## src/design/mrt_pkg.sv

```systemverilog
// Package for the memory region table: sizes, payload and control types,
// sequencer states and the page rounding helpers.
// No dependencies; every other design file but mrt_ram imports it.
package mrt_pkg;

	// Number of region slots (supported range 2 to 31).
	localparam int MAX_ENTRIES = 16;
	localparam int IDX_W       = $clog2(MAX_ENTRIES);
	localparam int CNT_W       = $clog2(MAX_ENTRIES + 1);
	localparam int ADDR_W      = 32;
	localparam int SLOT_W      = 2 * ADDR_W;
	localparam int ENT_W       = 5;
	localparam int PAGE_BITS   = 12;

	localparam logic OP_ADD = 1'b0;
	localparam logic OP_CUT = 1'b1;

	localparam logic STAT_OK   = 1'b0;
	localparam logic STAT_FULL = 1'b1;

	typedef struct packed {
		logic              opcode;
		logic [ADDR_W-1:0] region_start;
		logic [ADDR_W-1:0] region_length;
		logic [ADDR_W-1:0] cut_end;
	} req_t;

	typedef struct packed {
		logic              status;
		logic [ENT_W-1:0]  entries_used;
		logic [ADDR_W-1:0] high_mark;
	} rsp_t;

	typedef struct packed {
		logic [ADDR_W-1:0] start;
		logic [ADDR_W-1:0] length;
	} slot_t;

	// Update of the slot occupancy map.
	typedef struct packed {
		logic             we;
		logic [IDX_W-1:0] idx;
		logic             nz;
	} smap_upd_t;

	// Lowest free slot as seen by the occupancy map.
	typedef struct packed {
		logic             found;
		logic [IDX_W-1:0] idx;
	} smap_st_t;

	typedef enum logic [3:0] {
		S_IDLE,
		S_ADD_PREP,
		S_ADD_COMMIT,
		S_CUT_RD,
		S_CUT_RE,
		S_CUT_CLIP,
		S_CUT_DEC,
		S_CUT_RIGHT,
		S_CUT_NEXT,
		S_FINISH
	} state_t;

	// Which caller an insertion returns to.
	typedef enum logic [1:0] {
		PH_TOP,
		PH_LEFT,
		PH_RIGHT
	} phase_t;

	function automatic logic [ADDR_W-1:0] page_down(input logic [ADDR_W-1:0] v);
		page_down = {v[ADDR_W-1:PAGE_BITS], {PAGE_BITS{1'b0}}};
	endfunction

	function automatic logic [ADDR_W-1:0] page_up(input logic [ADDR_W-1:0] v);
		if (v[PAGE_BITS-1:0] == '0) begin
			page_up = v;
		end else begin
			page_up = {v[ADDR_W-1:PAGE_BITS] + (ADDR_W-PAGE_BITS)'(1), {PAGE_BITS{1'b0}}};
		end
	endfunction

endpackage

```

## src/design/mrt_req_if.sv

```systemverilog
// Request channel of the memory region table: valid, ready and payload.
// Depends on mrt_pkg.
interface mrt_req_if
	import mrt_pkg::*;
();
	logic valid;
	logic ready;
	req_t data;

	modport source (output valid, output data, input ready);
	modport sink (input valid, input data, output ready);
endinterface

```

## src/design/mrt_rsp_if.sv

```systemverilog
// Response channel of the memory region table: valid, ready and payload.
// Depends on mrt_pkg.
interface mrt_rsp_if
	import mrt_pkg::*;
();
	logic valid;
	logic ready;
	rsp_t data;

	modport source (output valid, output data, input ready);
	modport sink (input valid, input data, output ready);
endinterface

```

## src/design/memory_region_table.sv

```systemverilog
// Memory region table. An add request writes the rounded region into the lowest free slot; a cut
// walks every slot in use, clears each slot that it overlaps and inserts the remainders of that slot.
// One request is in flight at a time; the next is accepted once the sequencer is idle again,
// even while the previous response waits in the output register. Reset (arst_n, asynchronous)
// clears the slot count, high mark and occupancy map at once; the RAM needs no clearing pass.
module memory_region_table
	import mrt_pkg::*;
(
	input  logic       clk,
	input  logic       arst_n,
	mrt_req_if.sink    req,
	mrt_rsp_if.source  rsp
);
	// The slot table lives in one RAM holding {start, length} per slot. Every
	// slot below the slot count has been written before it can be read: a slot
	// only raises the count when it is written, and all slots below it were
	// occupied, hence written, at that moment. The cut walk reads only below the
	// count, and insertions pick slots from the occupancy map, so stale RAM
	// contents after reset are never observed.
	logic              ram_we, ram_re;
	logic [IDX_W-1:0]  ram_waddr, ram_raddr;
	logic [SLOT_W-1:0] ram_wdata, ram_rdata;

	smap_upd_t smap_upd;
	smap_st_t  smap_st;

	logic seq_idle;
	logic seq_done;
	rsp_t seq_rsp;

	// Output register: holds a finished response while the sequencer goes on.
	logic rsp_valid_q;
	rsp_t rsp_data_q;
	logic rsp_free;

	assign rsp_free  = !rsp_valid_q || rsp.ready;
	assign req.ready = seq_idle;
	assign rsp.valid = rsp_valid_q;
	assign rsp.data  = rsp_data_q;

	always_ff @(posedge clk or negedge arst_n) begin
		if (!arst_n) begin
			rsp_valid_q <= 1'b0;
		end else if (seq_done) begin
			rsp_valid_q <= 1'b1;
		end else if (rsp.ready) begin
			rsp_valid_q <= 1'b0;
		end
	end

	always_ff @(posedge clk) begin
		if (seq_done) begin
			rsp_data_q <= seq_rsp;
		end
	end

	mrt_ram #(
		.Width(SLOT_W),
		.Depth(MAX_ENTRIES)
	) u_ram (
		.clk   (clk),
		.we    (ram_we),
		.waddr (ram_waddr),
		.wdata (ram_wdata),
		.re    (ram_re),
		.raddr (ram_raddr),
		.rdata (ram_rdata)
	);

	// The occupancy map answers the lowest free slot in the same cycle, so an
	// insertion commits in one step without scanning the RAM.
	mrt_smap u_smap (
		.clk    (clk),
		.arst_n (arst_n),
		.upd    (smap_upd),
		.st     (smap_st)
	);

	// The sequencer walks slots one RAM read at a time; a slot is written only
	// after its read data has been evaluated, so reads and writes never overlap.
	mrt_seq u_seq (
		.clk       (clk),
		.arst_n    (arst_n),
		.start     (req.valid && req.ready),
		.req_data  (req.data),
		.idle      (seq_idle),
		.rsp_free  (rsp_free),
		.done      (seq_done),
		.rsp_data  (seq_rsp),
		.ram_we    (ram_we),
		.ram_waddr (ram_waddr),
		.ram_wdata (ram_wdata),
		.ram_re    (ram_re),
		.ram_raddr (ram_raddr),
		.ram_rdata (ram_rdata),
		.smap_upd  (smap_upd),
		.smap_st   (smap_st)
	);
endmodule

```

## src/design/mrt_ram.sv

```systemverilog
// Generic single-write, single-read synchronous RAM with registered read data.
// No dependencies.
module mrt_ram #(
	parameter int Width = 64,
	parameter int Depth = 16
) (
	input  logic                     clk,
	input  logic                     we,
	input  logic [$clog2(Depth)-1:0] waddr,
	input  logic [Width-1:0]         wdata,
	input  logic                     re,
	input  logic [$clog2(Depth)-1:0] raddr,
	output logic [Width-1:0]         rdata
);
	logic [Width-1:0] mem [Depth];

	always_ff @(posedge clk) begin
		if (we) begin
			mem[waddr] <= wdata;
		end
		if (re) begin
			rdata <= mem[raddr];
		end
	end
endmodule

```

## src/design/mrt_smap.sv

```systemverilog
// Slot occupancy map: one bit per slot, set when the slot holds a nonzero
// length, and a priority encoder giving the lowest free slot. Depends on mrt_pkg.
module mrt_smap
	import mrt_pkg::*;
(
	input  logic      clk,
	input  logic      arst_n,
	input  smap_upd_t upd,
	output smap_st_t  st
);
	logic [MAX_ENTRIES-1:0] nz_q;

	always_ff @(posedge clk or negedge arst_n) begin
		if (!arst_n) begin
			nz_q <= '0;
		end else if (upd.we) begin
			nz_q[upd.idx] <= upd.nz;
		end
	end

	// Scan from the top so that the lowest free slot wins.
	always_comb begin
		st = '0;
		for (int i = MAX_ENTRIES - 1; i >= 0; i--) begin
			if (!nz_q[i]) begin
				st.found = 1'b1;
				st.idx   = IDX_W'(i);
			end
		end
	end
endmodule

```

## src/design/mrt_seq.sv

```systemverilog
// Sequencer of the memory region table: runs an add as at most one slot
// write and a cut as a read-modify-write walk over the slot RAM. Depends on
// mrt_pkg, drives mrt_ram and mrt_smap through the top level.
module mrt_seq
	import mrt_pkg::*;
(
	input  logic              clk,
	input  logic              arst_n,
	input  logic              start,
	input  req_t              req_data,
	output logic              idle,
	input  logic              rsp_free,
	output logic              done,
	output rsp_t              rsp_data,
	output logic              ram_we,
	output logic [IDX_W-1:0]  ram_waddr,
	output logic [SLOT_W-1:0] ram_wdata,
	output logic              ram_re,
	output logic [IDX_W-1:0]  ram_raddr,
	input  logic [SLOT_W-1:0] ram_rdata,
	output smap_upd_t         smap_upd,
	input  smap_st_t          smap_st
);
	state_t            state_q, state_d;
	phase_t            phase_q;
	logic [CNT_W-1:0]  idx_q;
	logic [CNT_W-1:0]  count_q;
	logic [ADDR_W-1:0] high_q;
	logic              full_q;

	logic [ADDR_W-1:0] lo_q, hi_q;
	logic [ADDR_W-1:0] pend_start_q, pend_len_q;
	logic [ADDR_W-1:0] s_q, l_q;
	logic [ADDR_W-1:0] rs_q, re_q, cs_q, ce_q;

	slot_t             rd_slot;
	logic [ADDR_W-1:0] new_end;
	state_t            ret_state;

	assign rd_slot  = slot_t'(ram_rdata);
	assign new_end  = s_q + l_q;
	assign idle     = (state_q == S_IDLE);

	assign rsp_data.status       = full_q ? STAT_FULL : STAT_OK;
	assign rsp_data.entries_used = ENT_W'(count_q);
	assign rsp_data.high_mark    = high_q;

	always_comb begin
		case (phase_q)
			PH_LEFT:  ret_state = S_CUT_RIGHT;
			PH_RIGHT: ret_state = S_CUT_NEXT;
			default:  ret_state = S_FINISH;
		endcase
	end

	always_ff @(posedge clk or negedge arst_n) begin
		if (!arst_n) begin
			state_q <= S_IDLE;
		end else begin
			state_q <= state_d;
		end
	end

	always_comb begin
		state_d   = state_q;
		ram_we    = 1'b0;
		ram_waddr = idx_q[IDX_W-1:0];
		ram_wdata = '0;
		ram_re    = 1'b0;
		ram_raddr = idx_q[IDX_W-1:0];
		smap_upd  = '0;
		done      = 1'b0;
		case (state_q)
			S_IDLE: begin
				if (start) begin
					state_d = (req_data.opcode == OP_ADD) ? S_ADD_PREP : S_CUT_RD;
				end
			end
			S_ADD_PREP: begin
				state_d = (pend_len_q == '0) ? ret_state : S_ADD_COMMIT;
			end
			S_ADD_COMMIT: begin
				if (!smap_st.found) begin
					state_d = S_FINISH;
				end else begin
					ram_we       = 1'b1;
					ram_waddr    = smap_st.idx;
					ram_wdata    = {s_q, l_q};
					smap_upd.we  = 1'b1;
					smap_upd.idx = smap_st.idx;
					smap_upd.nz  = (l_q != '0);
					state_d      = ret_state;
				end
			end
			S_CUT_RD: begin
				if (idx_q < count_q) begin
					ram_re  = 1'b1;
					state_d = S_CUT_RE;
				end else begin
					state_d = S_FINISH;
				end
			end
			S_CUT_RE: begin
				state_d = S_CUT_CLIP;
			end
			S_CUT_CLIP: begin
				state_d = S_CUT_DEC;
			end
			S_CUT_DEC: begin
				if (cs_q >= ce_q) begin
					state_d = S_CUT_NEXT;
				end else begin
					ram_we       = 1'b1;
					smap_upd.we  = 1'b1;
					smap_upd.idx = idx_q[IDX_W-1:0];
					smap_upd.nz  = 1'b0;
					state_d      = (cs_q > rs_q) ? S_ADD_PREP : S_CUT_RIGHT;
				end
			end
			S_CUT_RIGHT: begin
				state_d = (ce_q < re_q) ? S_ADD_PREP : S_CUT_NEXT;
			end
			S_CUT_NEXT: begin
				state_d = S_CUT_RD;
			end
			S_FINISH: begin
				if (rsp_free) begin
					done    = 1'b1;
					state_d = S_IDLE;
				end
			end
			default: begin
				state_d = S_IDLE;
			end
		endcase
	end

	// Control and architectural state.
	always_ff @(posedge clk or negedge arst_n) begin
		if (!arst_n) begin
			phase_q <= PH_TOP;
			idx_q   <= '0;
			count_q <= '0;
			high_q  <= '0;
			full_q  <= 1'b0;
		end else begin
			case (state_q)
				S_IDLE: begin
					if (start) begin
						phase_q <= PH_TOP;
						idx_q   <= '0;
						full_q  <= 1'b0;
					end
				end
				S_ADD_COMMIT: begin
					if (!smap_st.found) begin
						full_q <= 1'b1;
					end else begin
						if (CNT_W'(smap_st.idx) >= count_q) begin
							count_q <= CNT_W'(smap_st.idx) + CNT_W'(1);
						end
						if (new_end > high_q) begin
							high_q <= new_end;
						end
					end
				end
				S_CUT_DEC: begin
					if (cs_q < ce_q && cs_q > rs_q) begin
						phase_q <= PH_LEFT;
					end
				end
				S_CUT_RIGHT: begin
					if (ce_q < re_q) begin
						phase_q <= PH_RIGHT;
					end
				end
				S_CUT_NEXT: begin
					idx_q <= idx_q + CNT_W'(1);
				end
				default: begin
				end
			endcase
		end
	end

	// Datapath registers.
	always_ff @(posedge clk) begin
		case (state_q)
			S_IDLE: begin
				if (start) begin
					lo_q         <= page_down(req_data.region_start);
					hi_q         <= page_up(req_data.cut_end);
					pend_start_q <= req_data.region_start;
					pend_len_q   <= req_data.region_length;
				end
			end
			S_ADD_PREP: begin
				s_q <= page_up(pend_start_q);
				l_q <= page_down(pend_len_q);
			end
			S_CUT_RE: begin
				rs_q <= rd_slot.start;
				re_q <= rd_slot.start + rd_slot.length;
			end
			S_CUT_CLIP: begin
				cs_q <= (lo_q < rs_q) ? rs_q : lo_q;
				ce_q <= (hi_q > re_q) ? re_q : hi_q;
			end
			S_CUT_DEC: begin
				pend_start_q <= rs_q;
				pend_len_q   <= cs_q - rs_q;
			end
			S_CUT_RIGHT: begin
				pend_start_q <= ce_q;
				pend_len_q   <= re_q - ce_q;
			end
			default: begin
			end
		endcase
	end

	a_no_rw_overlap: assert property (@(posedge clk) disable iff (!arst_n)
		!(ram_we && ram_re))
		else $error("slot RAM read and written in the same cycle");

	a_read_then_eval: assert property (@(posedge clk) disable iff (!arst_n)
		ram_re |=> (state_q == S_CUT_RE))
		else $error("slot read data not consumed in the following cycle");

	a_count_bound: assert property (@(posedge clk) disable iff (!arst_n)
		count_q <= CNT_W'(MAX_ENTRIES))
		else $error("slot count beyond table size");

	a_full_on_miss: assert property (@(posedge clk) disable iff (!arst_n)
		(state_q == S_ADD_COMMIT && !smap_st.found) |=> (full_q && state_q == S_FINISH))
		else $error("failed insertion did not abandon the request");

	a_count_monotone: assert property (@(posedge clk) disable iff (!arst_n)
		count_q >= $past(count_q))
		else $error("slot count decreased");
endmodule

```

## src/flat_wrapper.sv

```systemverilog
// flat-port wrapper written by rule: the top's interface ports become plain ports
module memory_region_table_flat import mrt_pkg::*;
  (clk, arst_n, req_valid, req_data, req_ready, rsp_valid, rsp_data, rsp_ready);
  mrt_req_if req_i ();
  mrt_rsp_if rsp_i ();
  input  logic clk;
  input  logic arst_n;
  input wire logic [$bits(req_i.valid)-1:0] req_valid;
  input wire logic [$bits(req_i.data)-1:0] req_data;
  output wire logic [$bits(req_i.ready)-1:0] req_ready;
  output wire logic [$bits(rsp_i.valid)-1:0] rsp_valid;
  output wire logic [$bits(rsp_i.data)-1:0] rsp_data;
  input wire logic [$bits(rsp_i.ready)-1:0] rsp_ready;
  assign req_i.valid = req_valid;
  assign req_i.data = req_data;
  assign req_ready = req_i.ready;
  assign rsp_valid = rsp_i.valid;
  assign rsp_data = rsp_i.data;
  assign rsp_i.ready = rsp_ready;
  memory_region_table u_core (.clk(clk), .arst_n(arst_n), .req(req_i), .rsp(rsp_i));
endmodule
```

## config.mk

```make
export PLATFORM = sky130hd
export DESIGN_NAME = memory_region_table_flat
export DESIGN_NICKNAME = d
export VERILOG_FILES = /design/src/design/mrt_pkg.sv /design/src/design/mrt_req_if.sv /design/src/design/mrt_rsp_if.sv /design/src/design/memory_region_table.sv /design/src/design/mrt_ram.sv /design/src/design/mrt_smap.sv /design/src/design/mrt_seq.sv /design/src/flat_wrapper.sv
export SDC_FILE = /design/constraint.sdc
export NUM_CORES = 2
export LEC_CHECK = 0
export BUFFER_PORTS_ARGS = -buffer_cell sky130_fd_sc_hd__buf_2
export CAP_MARGIN = 20
export CORE_UTILIZATION = 41
export CTS_CLUSTER_SIZE = 20
export DETAILED_ROUTE_END_ITERATION = 8
export PLACE_DENSITY = 0.67
export SYNTH_ARGS = -nofsm -noshare
export SYNTH_HDL_FRONTEND = slang
export SYNTH_HIERARCHICAL = 1
export SYNTH_SLANG_ARGS = --single-unit
```

## constraint.sdc

```tcl
create_clock -name clk -period 11.1 [get_ports clk]
set_clock_uncertainty 0.05 [all_clocks]
set_input_delay 1.11 -clock clk [delete_from_list [all_inputs] [get_ports clk]]
set_output_delay 1.11 -clock clk [all_outputs]
set_load 0.005 [all_outputs]
```

==> summary.md <==
| Metric | Value |
|---|---|
| Tightest Pin Transition | around 1.1 ns |
| Worst setup path category | flop to flop |
| # placed instances | 6167 |
| Met3 wire len | around 13000 um |
| First-pass GRT wire length | around 250000 um |
| Routed via count | 37319 |
| Max Cap Viol | 0 |
| Sequential area share after synthesis | between 60% and 70% |
| Clock Latency Late Sink | roughly 0.81 ns |
| Mapped cell area | 65740 um2 |
| Most frequent cells in the layout | edfxtp_1 (1422), mux4_2 (256), ha_1 (242) |
| Worst Slack Setup Final | roughly 5.9 ns |
| Vias per std cell | slightly below 6 |
| Gr ovfl total | 0 |
| Number of flops mapped to enable cells by yosys | between 1000 and 1500 |
| 1st-pass router iterations | 6 |
| Clock sinks | 1488 |
| Worst path required time | 11.47 ns |
| Layout Cells excl Fill | 6440 |
| Core Region | ~160000 um2 |
| Syn Area/Cell | around 16 um2 |
| Routed length on met2 | roughly 80000 um |
| Maximum clock frequency | 0.1907 GHz |
| Total wire length | 172200 um |
| Cell area power density | around 240 nW/um2 |
| TritonCTS clock tree | done |
| Worst hold slack | between 0.3 and 0.4 ns |
| CTS clk-pin slew, worst paths | around 0.06 ns |
| Placed cell areas | 68940 um2 |
| FFs w/ async S/R, synth | between 4 and 5% |
| IO Port Bufs | between 100 and 150 |
| Post-layout util | 46.60% |
| LEAKAGE | roughly 26 nW |
| Worst Hold Class | input pin to async pin |
| Starting DRT DRC Count | 3983 |
| Clk buf depth | 3 |
| Minimum clock period | around 5.2 ns |
| Crit end category | flop |
| Routed length on met1 | between 70000 and 80000 um |
| DIE AREA | between 150000 and 200000 um2 |
| Crit path DAT | around 5.6 ns |
| Worst Setup SP | u_core/u_seq/ce_q[9]$_DFFE_PP_ |
| CTS buffer count | 153 |
| Height of the die | roughly 400 um |
| Max VDD drop | between 0.15 and 0.2 mV |
| Unique masters post-synth | just under 100 |
| # IOs | about 140 |
| Warnings, synthesis | 6 |
| Ys flop type | edfxtp_1 |
| Final hold vios | 0 |
| Final worst path period share | a little under half |
| Row cnt | 146 |
| Max H-tree Level | 4 |
| Final setup TNS | 0 ns |
| RSZ-0062 raised after global routing | false |
| # DRC | 0 |
| Cells after synthesis | 4023 |
| Commonest non-fill, non-tap cell in the layout | edfxtp_1 |
| Final Power | ~18 mW |
| Layout cell share with drive strength beyond 1 | between 10% and 20% |
| Fin. max-slew vios | 0 |
| Avg WL per Cell | 26.73 um |
| Initial antenna violation count | 6 |
| Worst-path fanout max | 41 |
| P&R area growth vs syn | 12.52% |
| Gr usage total | a little over a fifth |
| Setup repair bufs after CTS | 0 |
| Post-DRT Antenna Nets | 0 |
| Final #Nets | 4599 |
| Vias in the first global route | about 37000 |
| Post_cts resized | 0 |
| Post-route design area | approximately 74000 um2 |
| Dpl ws | just under 6 ns |
| Die W | roughly 400 um |
| Highest Signal Layer | met4 |
| DP HPWL | around 110000 um |
| Post-synthesis register bit count | between 1000 and 1500 |
| Status | complete, no violations |
| Clock root cell | clkbuf_16 |
| GP Congestion | around 0.94 |
| Max_slew headroom | about a quarter |
| Initial Util | roughly two fifths |
| Hold buffer count at cts | 0 |
| Worst r2r src | u_core/u_seq/ce_q[9]$_DFFE_PP_ |
| Final setup fails | 0 |
| Largest net degree at the start of global routing | between 90 and 100 |
| Crit start category | flop |
[sequential cells by signal, summed over array words and instances (netlist names)]
name	count
u_core/u_seq/l_q	20
u_core/u_seq/cs_q	32
u_core/u_seq/state_q	4
u_core/u_seq/hi_q	32
u_core/u_seq/rs_q	32
u_core/rsp.data	38
u_core/u_ram/rdata	64
u_core/u_seq/full_q	1
u_core/u_seq/idx_q	5
u_core/u_seq/phase_q	2
u_core/u_ram/mem	1024
u_core/u_seq/count_q	5
u_core/u_seq/s_q	32
u_core/u_seq/re_q	32
u_core/u_seq/lo_q	20
u_core/u_seq/ce_q	32
u_core/rsp.valid	1
u_core/u_smap/nz_q	16
u_core/u_seq/pend_start_q	32
u_core/u_seq/pend_len_q	32
u_core/u_seq/high_q	32
[cell families after synthesis]
kind of cell | Yosys count | synth area share [%]
fa+ha+maj | 246 | 4.727
other cells | 1 | 0.005704
compound gates | 676 | 6.899
xor+xnor | 130 | 1.732
simple gates | 746 | 5.586
flops | 1488 | 67.46
mux | 395 | 11.26
buf+inv | 341 | 2.322
[cell usage after synthesis, drive strengths merged (16+ instances only)]
cell type,count,area share (%)
edfxtp,1422,65
mux4,256,8.8
ha,242,4.6
nand2,209,1.2
inv,187,1.1
nor2,172,0.98
a21oi,169,1.3
a22oi,132,1.5
o21ai,115,0.88
mux2,100,1.9
xnor2,89,1.2
buf,79,0.83
a21o,77,0.88
clkbuf,75,0.43
dfrtp,66,2.5
and2,64,0.61
nand3,60,0.46
nor3,54,0.43
nand4,42,0.40
xor2,41,0.55
mux2i,39,0.59
o21a,29,0.33
and3,28,0.27
nor4,28,0.27
a31oi,22,0.21
nor2b,22,0.21
o21bai,22,0.25
nand2b,16,0.17
[worst paths after layout]
kind                                                        to  slack [ns]  depth (start not counted)
max                          u_core/u_ram/mem[5][51]$_DFFE_PP_        5.86                         13
min                          u_core/u_seq/idx_q[0]$_DFFE_PN0P_        0.38                          1
max reg2reg                  u_core/u_ram/mem[5][51]$_DFFE_PP_        5.86                         13
min reg2reg                      u_core/rsp.data[34]$_DFFE_PP_        0.41                          0
max in group asynchronous  u_core/u_seq/state_q[0]$_DFFE_PN0P_        9.94                          1
min in group clk                 u_core/rsp.data[34]$_DFFE_PP_        0.41                          0
[per-layer routing]
metal / global-route usage, % / vias to the layer above
met5: 0 / -
met4: 7.848 / 0
met3: 3.585 / 274
met2: 33.88 / 1549
met1: 28.69 / 19212
li1: - / 16284
[area by class of cell]
class	instances	area [um2]
Fill cell	13411	84770
Sequential cell	1488	44360
Clock inverter	76	962.2
Timing Repair Buffer	193	1142
Tap cell	2072	2592
Clock buffer	193	4030
Antenna cell	2	5.005
Inverter	187	701.9
Multi-Input combinational cell	2229	20170
[report_power, final]
part / total, mW / switching, mW / internal, mW
combinational: 5.02 / 2.99 / 2.03
sequential: 7.52 / 0.475 / 7.04
clock: 5.14 / 2.19 / 2.95
[worst max-delay path, cell delays in order, from the launching register on]
cell      delay [ns]
edfxtp_1        0.38
inv_1           0.11
ha_1            0.24
a21o_1          0.18
a21o_1          0.17
a21oi_1         0.13
nor2b_1         0.10
nor4_1          0.23
a21oi_1         0.19
nor3_2          0.64
or2_2           0.36
nand3b_1        0.35
nor2_4          0.86
buf_4           0.80
No activity file was read; power rests on OpenSTA's default activity.
